**config.mk**
```make
export PLATFORM = sky130hd
export DESIGN_NAME = elevator_scan_scheduler_top
export DESIGN_NICKNAME = d
export VERILOG_FILES = /design/src/esc_pkg.sv /design/src/esc_front.sv /design/src/esc_queue.sv /design/src/esc_back.sv /design/src/elevator_scan_scheduler_top.sv
export SDC_FILE = /design/constraint.sdc
export NUM_CORES = 1
export LEC_CHECK = 0
export BUFFER_PORTS_ARGS = -buffer_cell sky130_fd_sc_hd__buf_2
export CORE_MARGIN = 3
export CORE_UTILIZATION = 30
export CTS_CLUSTER_SIZE = 14
export DETAILED_ROUTE_END_ITERATION = 8
export GPL_TIMING_DRIVEN = 0
export SLEW_MARGIN = 20
export SYNTH_ARGS = -nofsm -noshare
export SYNTH_HDL_FRONTEND = slang
export SYNTH_HIERARCHICAL = 1
export SYNTH_SLANG_ARGS = --single-unit
export TNS_END_PERCENT = 50
```
**constraint.sdc**
```tcl
create_clock -name i_clk -period 6.2 [get_ports i_clk]
set_clock_uncertainty 0.15 [all_clocks]
set_input_delay 0.31 -clock i_clk [delete_from_list [all_inputs] [get_ports i_clk]]
set_output_delay 0.31 -clock i_clk [all_outputs]
set_load 0.03 [all_outputs]
```
**src/esc_pkg.sv**
```systemverilog
// ----------------------------------------------------------------------------
// esc_pkg - shared types and constants for the elevator scan scheduler
// Command encoding passed from the front classifier to the back executor.
// ----------------------------------------------------------------------------
package esc_pkg;

    // Floor numbers are 5 bits on every port and inside the core.
    localparam int FLOOR_W = 5;

    // Entries in the front-to-back command queue.
    localparam int QUEUE_DEPTH = 2;

    // Input mode field codes.
    localparam logic MODE_REQUEST = 1'b0;
    localparam logic MODE_TICK    = 1'b1;

    // Classified command kinds.
    typedef enum logic [1:0] {
        OP_REQUEST = 2'd0,
        OP_TICK    = 2'd1,
        OP_REJECT  = 2'd2
    } t_op;

    typedef struct packed {
        t_op                op;
        logic [FLOOR_W-1:0] floor;
    } t_cmd;

endpackage

```
**src/esc_front.sv**
```systemverilog
// ----------------------------------------------------------------------------
// esc_front - input classifier
// Splits incoming beats into ticks, in-range requests and rejected requests.
// ----------------------------------------------------------------------------
module esc_front #(
    parameter int FLOORS = 16
) (
    input  logic                        i_in_valid,
    output logic                        o_in_ready,
    input  logic                        i_mode,
    input  logic [esc_pkg::FLOOR_W-1:0] i_request_floor,
    output logic                        o_push,
    output esc_pkg::t_cmd               o_cmd,
    input  logic                        i_queue_full
);

    localparam logic [esc_pkg::FLOOR_W-1:0] FLOOR_TOP = esc_pkg::FLOOR_W'(FLOORS);

    logic out_of_range;

    assign out_of_range = (i_request_floor == '0) || (i_request_floor > FLOOR_TOP);

    always_comb begin
        o_cmd.floor = i_request_floor;
        if (i_mode == esc_pkg::MODE_TICK) begin
            o_cmd.op = esc_pkg::OP_TICK;
        end else if (out_of_range) begin
            o_cmd.op = esc_pkg::OP_REJECT;
        end else begin
            o_cmd.op = esc_pkg::OP_REQUEST;
        end
    end

    assign o_in_ready = !i_queue_full;
    assign o_push     = i_in_valid && !i_queue_full;

endmodule

```
**src/esc_queue.sv**
```systemverilog
// ----------------------------------------------------------------------------
// esc_queue - command queue between front and back
// Small register FIFO; lets the front keep accepting while the back stalls.
// ----------------------------------------------------------------------------
module esc_queue (
    input  logic          i_clk,
    input  logic          i_rst_n,
    input  logic          i_push,
    input  esc_pkg::t_cmd i_cmd,
    output logic          o_full,
    input  logic          i_pop,
    output logic          o_valid,
    output esc_pkg::t_cmd o_cmd
);

    localparam int PTR_W = $clog2(esc_pkg::QUEUE_DEPTH);
    localparam int CNT_W = $clog2(esc_pkg::QUEUE_DEPTH + 1);

    esc_pkg::t_cmd r_mem [esc_pkg::QUEUE_DEPTH];
    logic [PTR_W-1:0] r_wr_ptr, n_wr_ptr;
    logic [PTR_W-1:0] r_rd_ptr, n_rd_ptr;
    logic [CNT_W-1:0] r_count, n_count;

    assign o_full  = (r_count == CNT_W'(esc_pkg::QUEUE_DEPTH));
    assign o_valid = (r_count != '0);
    assign o_cmd   = r_mem[r_rd_ptr];

    always_comb begin
        n_wr_ptr = r_wr_ptr;
        n_rd_ptr = r_rd_ptr;
        n_count  = r_count;
        if (i_push) begin
            n_wr_ptr = (r_wr_ptr == PTR_W'(esc_pkg::QUEUE_DEPTH - 1)) ? '0 : r_wr_ptr + 1'b1;
        end
        if (i_pop) begin
            n_rd_ptr = (r_rd_ptr == PTR_W'(esc_pkg::QUEUE_DEPTH - 1)) ? '0 : r_rd_ptr + 1'b1;
        end
        if (i_push && !i_pop) begin
            n_count = r_count + 1'b1;
        end else if (!i_push && i_pop) begin
            n_count = r_count - 1'b1;
        end
    end

    always_ff @(posedge i_clk) begin
        if (!i_rst_n) begin
            r_wr_ptr <= '0;
            r_rd_ptr <= '0;
            r_count  <= '0;
        end else begin
            r_wr_ptr <= n_wr_ptr;
            r_rd_ptr <= n_rd_ptr;
            r_count  <= n_count;
        end
    end

    always_ff @(posedge i_clk) begin
        if (i_push) begin
            r_mem[r_wr_ptr] <= i_cmd;
        end
    end

`ifndef NO_ASSERTIONS
    // pop only from a non-empty queue, push only into a non-full one
    a_no_underflow: assert property (@(posedge i_clk) disable iff (!i_rst_n)
        i_pop |-> o_valid) else $error("queue pop while empty");
    a_no_overflow: assert property (@(posedge i_clk) disable iff (!i_rst_n)
        i_push |-> !o_full) else $error("queue push while full");
`endif

endmodule

```
**src/esc_back.sv**
```systemverilog
// ----------------------------------------------------------------------------
// esc_back - SCAN executor
// Holds car state and pending bitmaps; runs one command per beat.
// ----------------------------------------------------------------------------
module esc_back #(
    parameter int FLOORS = 16
) (
    input  logic                        i_clk,
    input  logic                        i_rst_n,
    input  logic                        i_cmd_valid,
    input  esc_pkg::t_cmd               i_cmd,
    output logic                        o_pop,
    output logic                        o_out_valid,
    input  logic                        i_out_ready,
    output logic [esc_pkg::FLOOR_W-1:0] o_car_floor,
    output logic                        o_going_up,
    output logic                        o_car_idle,
    output logic                        o_door_open,
    output logic                        o_rejected
);

    localparam int FW = esc_pkg::FLOOR_W;
    localparam logic [FW-1:0]     FLOOR_TOP = FW'(FLOORS);
    localparam logic [FW-1:0]     FLOOR_BOT = FW'(1);
    localparam logic [FLOORS-1:0] BIT_ONE   = FLOORS'(1);

    logic [FW-1:0]     r_floor, n_floor;
    logic              r_dir_up, n_dir_up;
    logic              r_idle, n_idle;
    logic [FLOORS-1:0] r_up, n_up;
    logic [FLOORS-1:0] r_down, n_down;
    logic              r_door, n_door;
    logic              r_rej, n_rej;
    logic              r_out_valid;

    logic              t_dir;
    logic [FW-1:0]     t_floor;
    logic [FLOORS-1:0] t_mask;
    logic              t_hit;
    logic [FLOORS-1:0] req_mask;

    // car state only changes on a pop, so it doubles as the output payload
    assign o_pop       = i_cmd_valid && (!r_out_valid || i_out_ready);
    assign o_out_valid = r_out_valid;
    assign o_car_floor = r_floor;
    assign o_going_up  = r_dir_up;
    assign o_car_idle  = r_idle;
    assign o_door_open = r_door;
    assign o_rejected  = r_rej;

    // tick datapath: reverse at an end, step one floor, look up the stop
    always_comb begin
        t_dir   = r_dir_up ? (r_floor < FLOOR_TOP) : (r_floor <= FLOOR_BOT);
        t_floor = t_dir ? r_floor + 1'b1 : r_floor - 1'b1;
        t_mask  = BIT_ONE << (t_floor - 1'b1);
        t_hit   = t_dir ? |(r_up & t_mask) : |(r_down & t_mask);
    end

    assign req_mask = BIT_ONE << (i_cmd.floor - 1'b1);

    always_comb begin
        n_floor  = r_floor;
        n_dir_up = r_dir_up;
        n_idle   = r_idle;
        n_up     = r_up;
        n_down   = r_down;
        n_door   = 1'b0;
        n_rej    = 1'b0;
        unique case (i_cmd.op)
            esc_pkg::OP_REJECT: begin
                n_rej = 1'b1;
            end
            esc_pkg::OP_REQUEST: begin
                if (i_cmd.floor == r_floor) begin
                    n_door = 1'b1;
                end else if (i_cmd.floor > r_floor) begin
                    n_up = r_up | req_mask;
                    if (r_idle) begin
                        n_idle   = 1'b0;
                        n_dir_up = 1'b1;
                    end
                end else begin
                    n_down = r_down | req_mask;
                    if (r_idle) begin
                        n_idle   = 1'b0;
                        n_dir_up = 1'b0;
                    end
                end
            end
            esc_pkg::OP_TICK: begin
                if (!r_idle) begin
                    n_floor  = t_floor;
                    n_dir_up = t_dir;
                    if (t_hit) begin
                        n_door = 1'b1;
                        if (t_dir) begin
                            n_up = r_up & ~t_mask;
                        end else begin
                            n_down = r_down & ~t_mask;
                        end
                        n_idle = (n_up == '0) && (n_down == '0);
                    end
                    if (t_dir && (t_floor == FLOOR_TOP)) begin
                        n_dir_up = 1'b0;
                    end else if (!t_dir && (t_floor == FLOOR_BOT)) begin
                        n_dir_up = 1'b1;
                    end
                end
            end
            default: begin
            end
        endcase
    end

    always_ff @(posedge i_clk) begin
        if (!i_rst_n) begin
            r_floor     <= FLOOR_BOT;
            r_dir_up    <= 1'b1;
            r_idle      <= 1'b1;
            r_up        <= '0;
            r_down      <= '0;
            r_door      <= 1'b0;
            r_rej       <= 1'b0;
            r_out_valid <= 1'b0;
        end else begin
            if (o_pop) begin
                r_floor  <= n_floor;
                r_dir_up <= n_dir_up;
                r_idle   <= n_idle;
                r_up     <= n_up;
                r_down   <= n_down;
                r_door   <= n_door;
                r_rej    <= n_rej;
            end
            if (o_pop) begin
                r_out_valid <= 1'b1;
            end else if (i_out_ready) begin
                r_out_valid <= 1'b0;
            end
        end
    end

`ifndef NO_ASSERTIONS
    a_floor_range: assert property (@(posedge i_clk) disable iff (!i_rst_n)
        (r_floor >= FLOOR_BOT) && (r_floor <= FLOOR_TOP))
        else $error("car floor out of range");
    a_idle_empty: assert property (@(posedge i_clk) disable iff (!i_rst_n)
        r_idle |-> ((r_up == '0) && (r_down == '0)))
        else $error("idle car with pending requests");
    a_door_xor_rej: assert property (@(posedge i_clk) disable iff (!i_rst_n)
        r_out_valid |-> !(r_door && r_rej))
        else $error("door open on rejected request");
    a_reject_holds: assert property (@(posedge i_clk) disable iff (!i_rst_n)
        (o_pop && (i_cmd.op == esc_pkg::OP_REJECT)) |=>
            ($stable(r_floor) && $stable(r_up) && $stable(r_down) && $stable(r_idle)))
        else $error("rejected request changed car state");
`endif

endmodule

```
**src/elevator_scan_scheduler_top.sv**
```systemverilog
// ----------------------------------------------------------------------------
// elevator_scan_scheduler_top - single-car SCAN elevator scheduler
// Takes floor requests and movement ticks, returns the car state per beat.
// ----------------------------------------------------------------------------
//  channel  | handshake                 | payload
//  ---------+---------------------------+---------------------------------------
//  in       | i_in_valid / o_in_ready   | i_mode, i_request_floor
//  out      | o_out_valid / i_out_ready | o_car_floor, o_going_up, o_car_idle,
//           |                           | o_door_open, o_rejected
//
// One beat in, one beat out. Sustained rate is one beat per cycle while the
// output is not stalled; an accepted beat is written into the queue, and the
// back then writes the car-state/output register when it pops it.
// The front only classifies (tick, request, out-of-range) and writes a
// two-entry queue; while the output is not stalled, the back applies one
// command per cycle to car state and up/down pending bitmaps, combinationally.
// Synchronous active-low reset: car at floor 1, heading up, idle, no pending
// floors, queue empty, no result waiting.
// A stalled output holds the back; the queue keeps taking beats until full.
// ----------------------------------------------------------------------------
module elevator_scan_scheduler_top #(
    parameter int FLOORS = 16     // 2..31
) (
    input  logic                        i_clk,
    input  logic                        i_rst_n,
    input  logic                        i_in_valid,
    output logic                        o_in_ready,
    input  logic                        i_mode,
    input  logic [esc_pkg::FLOOR_W-1:0] i_request_floor,
    output logic                        o_out_valid,
    input  logic                        i_out_ready,
    output logic [esc_pkg::FLOOR_W-1:0] o_car_floor,
    output logic                        o_going_up,
    output logic                        o_car_idle,
    output logic                        o_door_open,
    output logic                        o_rejected
);

    // front -> queue
    logic          push;
    esc_pkg::t_cmd push_cmd;
    logic          queue_full;

    // queue -> back
    logic          pop;
    logic          cmd_valid;
    esc_pkg::t_cmd cmd;

    esc_front #(
        .FLOORS(FLOORS)
    ) u_front (
        .i_in_valid     (i_in_valid),
        .o_in_ready     (o_in_ready),
        .i_mode         (i_mode),
        .i_request_floor(i_request_floor),
        .o_push         (push),
        .o_cmd          (push_cmd),
        .i_queue_full   (queue_full)
    );

    esc_queue u_queue (
        .i_clk  (i_clk),
        .i_rst_n(i_rst_n),
        .i_push (push),
        .i_cmd  (push_cmd),
        .o_full (queue_full),
        .i_pop  (pop),
        .o_valid(cmd_valid),
        .o_cmd  (cmd)
    );

    // back: car state machine plus output register
    esc_back #(
        .FLOORS(FLOORS)
    ) u_back (
        .i_clk      (i_clk),
        .i_rst_n    (i_rst_n),
        .i_cmd_valid(cmd_valid),
        .i_cmd      (cmd),
        .o_pop      (pop),
        .o_out_valid(o_out_valid),
        .i_out_ready(i_out_ready),
        .o_car_floor(o_car_floor),
        .o_going_up (o_going_up),
        .o_car_idle (o_car_idle),
        .o_door_open(o_door_open),
        .o_rejected (o_rejected)
    );

endmodule
```
==> impl_metrics.env <==
export IMPL_status="finished clean"
export IMPL_track_usage_pct=19.0
export IMPL_leakage_uw=0.00170
export IMPL_endpoint_kind="flip-flop"
export IMPL_setup_viol=0
export IMPL_synth_area_leaders="dfxtp_1 23%, edfxtp_1 10%, nand2_1 4.7%"
export IMPL_grt_ovfl_total=0
export IMPL_antenna_found_initial=0
export IMPL_synth_flop_cell="dfxtp_1"
export IMPL_ys_types=76
export IMPL_clock_root_buffer="clkbuf_16"
export IMPL_fin_tns_setup_ps=0
export IMPL_period_needed_ps=5860
export IMPL_synth_top_area_share_pct=23.0
export IMPL_syn_inst=482
export IMPL_routed_wl_um=13800
export IMPL_dp_hpwl_um=10100
export IMPL_grt_pass1_vias=3859
export IMPL_async_reset_ff_share_pct=0
export IMPL_relSlewSlack_pct=37.6
export IMPL_switchingPower_uw=482
export IMPL_cts_tree="yes"
export IMPL_worst_ep_arrival_time_ps=5900
export IMPL_power_density_mw_per_mm2=307
export IMPL_clkLatencyLatePin_ps=340
export IMPL_startpoint_type="flip-flop"
export IMPL_cts_made_buffers=9
export IMPL_power_frac_comb_pct=28.4
export IMPL_drt_iter0_drc=411
export IMPL_max_freq_mhz=171
export IMPL_drc=0
export IMPL_routed_via_count=4140
export IMPL_min_path_type="input pin to flip-flop"
export IMPL_grt_setup_unrepaired="false"
export IMPL_fill_cells=1357
export IMPL_synth_net_count=503
export IMPL_cts_buffer_depth=2
export IMPL_required_ps=6250
export IMPL_path_clk_slew_ps=50
export IMPL_diodes=0
export IMPL_p_int_uw=977
export IMPL_cts_setup_buffers=0
export IMPL_yosysSeqAreaShare_pct=33.3
export IMPL_synth_edf_count=14
export IMPL_fp_row_count=42
export IMPL_grt_pass1_wl_um=21800
export IMPL_drv_slew=0
export IMPL_maxCapViolations=0
export IMPL_crit_type="flip-flop to flip-flop"
export IMPL_fin_nets=534
export IMPL_switching_share_pct=33.1
export IMPL_io_pins=21
export IMPL_ys_ff_latch=61
export IMPL_p_total_uw=1460
export IMPL_core_mm2=0.0133
export IMPL_critical_path_max_fanout=11
export IMPL_syn_cell_area_mm2=0.00409
export IMPL_avgSynthCellArea_um2=8.49
export IMPL_synth_largest_area_cell="dfxtp_1"
export IMPL_fp_dieW_um=123
export IMPL_min_period_over_period_pct=94.5
export IMPL_drive_gt1_share_pct=15.3
export IMPL_antenna_left=0
export IMPL_grt_max_degree=12
export IMPL_gp_congestion=0.978
export IMPL_worstMarginPinSlew_ps=927
export IMPL_pwr_share_clk_pct=39.6
export IMPL_final_cells=694
export IMPL_drtPass1Iterations=5
export IMPL_dieHeight_um=123
export IMPL_finalHoldViolations=0
export IMPL_avgRoutedWirePerCell_um=19.9
export IMPL_seqPwrFrac_pct=32.0
export IMPL_synth_warning_count=6
export IMPL_die_area_mm2=0.0151
export IMPL_htreeDepth=3
export IMPL_port_buffers=20
export IMPL_peakVddDrop_v=0.000179
export IMPL_via_per_inst=5.97
export IMPL_cts_sinks=61
export IMPL_dp_cells=678
export IMPL_syn2layout_area_growth_pct=16.2
export IMPL_start_util_pct=30.8
==> timing repair <==
action	4_1_cts	5_1_grt
gates resized for setup	0	2
setup endpoints to repair	0	14
hold buffers	0	0
==> synthesized netlist by cell type, types with 6 or more instances <==
master	number
a21boi_0	6
a21boi_1	10
a21oi_1	12
and2_1	8
and3_1	6
buf_2	11
buf_4	6
clkbuf_1	17
dfxtp_1	47
edfxtp_1	14
ha_1	11
inv_1	15
mux2_2	7
mux2i_1	6
nand2_1	51
nand3_1	26
nand4_1	16
nor2_1	28
nor2b_1	12
nor3_1	10
nor4_1	6
o21a_1	9
o21ai_0	20
o21ai_1	10
o311ai_1	9
o31a_1	6
xnor2_1	6
==> sequential cells by signal, indices dropped and copies added, names as in the netlist, 2 cells and up, named ones only <==
| name | flops |
|---|---|
| u_queue/r_mem | 14 |
| u_back/o_car_floor | 5 |
| u_back/r_up | 16 |
| u_back/r_down | 16 |
| u_queue/r_count | 2 |
==> placed cells by master (no fill, tap or decap), drive strengths merged, types with 3 or more instances in the layout <==
cell type,count
o21ai,30
a21boi,16
nor3,10
or2,3
o21a,9
o32a,4
or4,4
clkbuf,26
bufinv,3
mux2i,6
nor2,28
nor4,7
buf,41
dfxtp,47
o31ai,5
o41ai,3
ha,11
a211o,4
or3,5
nand2b,5
a211oi,3
a31oi,5
nand3,27
xor2,3
nand4,16
nand2,51
a22oi,4
o31a,6
inv,15
o311ai,11
a21oi,12
nand3b,4
and3,6
nor2b,12
xnor2,7
edfxtp,14
mux2,10
and2,8
==> worst paths after layout <==
kind | from | to | slack, ps | depth (start not counted)
max reg2reg | u_back/o_car_floor[0] | u_back/r_up[8] | 340 | 19
max | u_back/o_car_floor[0] | u_back/r_up[8] | 340 | 19
min | i_rst_n | u_queue/r_wr_ptr | 110 | 2
min reg2reg | u_back/r_down[5] | u_back/r_down[5] | 330 | 2
==> power groups by stage <==
stage          clock network, uW  registers [uW]  logic [uW]
2_1_floorplan                  0             485         282
5_1_grt                      605             470         455
4_1_cts                      582             466         410
3_3_place_gp                   0             472         400
6_report                     578             466         414
3_5_place_dp                   0             474         406
==> metal layers <==
metal | vias up | part of all wire, % | global-route usage, %
li1 | 1882 | - | -
met1 | 1977 | 42 | 26.1
met2 | 232 | 45 | 28.6
met3 | 49 | 9.1 | 3.73
met4 | 0 | 3.8 | 8.82
met5 | - | 0 | 0
==> through the flow <==
step,area [um2],util (%),hold slack (ps),setup slack (ps)
after floorplan,4090,-,278,1490
after global placement,4410,33.2,312,429
after detailed placement,4410,33.2,316,372
after CTS,4750,35.7,108,343
after global routing,4750,35.7,116,112
final,4750,35.7,109,344
==> layout make-up <==
type / instances / area, um2 / area share (%)
Buffer: 38 / 195 / 4.11
Timing Repair Buffer: 20 / 100 / 2.11
Sequential cell: 61 / 1360 / 28.7
Clock inverter: 7 / 114 / 2.40
Tap cell: 176 / 220 / 4.64
Inverter: 15 / 56.3 / 1.19
Clock buffer: 9 / 225 / 4.74
Multi-Input combinational cell: 368 / 2480 / 52.2
==> worst max-delay path, cell delays in order (launching register included) <==
cell and delay [ps]:
dfxtp_1 590, buf_2 370, inv_1 180, ha_1 310, clkbuf_1 370, a2111o_1 250, and2_1 170, clkbuf_2 270
nor2_1 100, ha_1 300, clkbuf_1 410, nor2b_1 440, nand3_1 170, nor2_1 290, a31oi_1 140, nand4bb_1 150
o21ai_1 180, buf_2 240, nor2_1 460, a31oi_1 150
==> logic make-up (layout without fill, tap and decap cells) <==
logic type | after synthesis | count (layout) | share of synthesized area, %
compound gates | 137 | 137 | 24.7
simple gates | 192 | 192 | 24.4
xor+xnor | 10 | 10 | 2.60
buf+inv | 53 | 89 | 6.12
flops | 61 | 61 | 33.3
mux | 18 | 18 | 5.51
fa+ha+maj | 11 | 11 | 3.36
(Power assumes the default switching activity.)
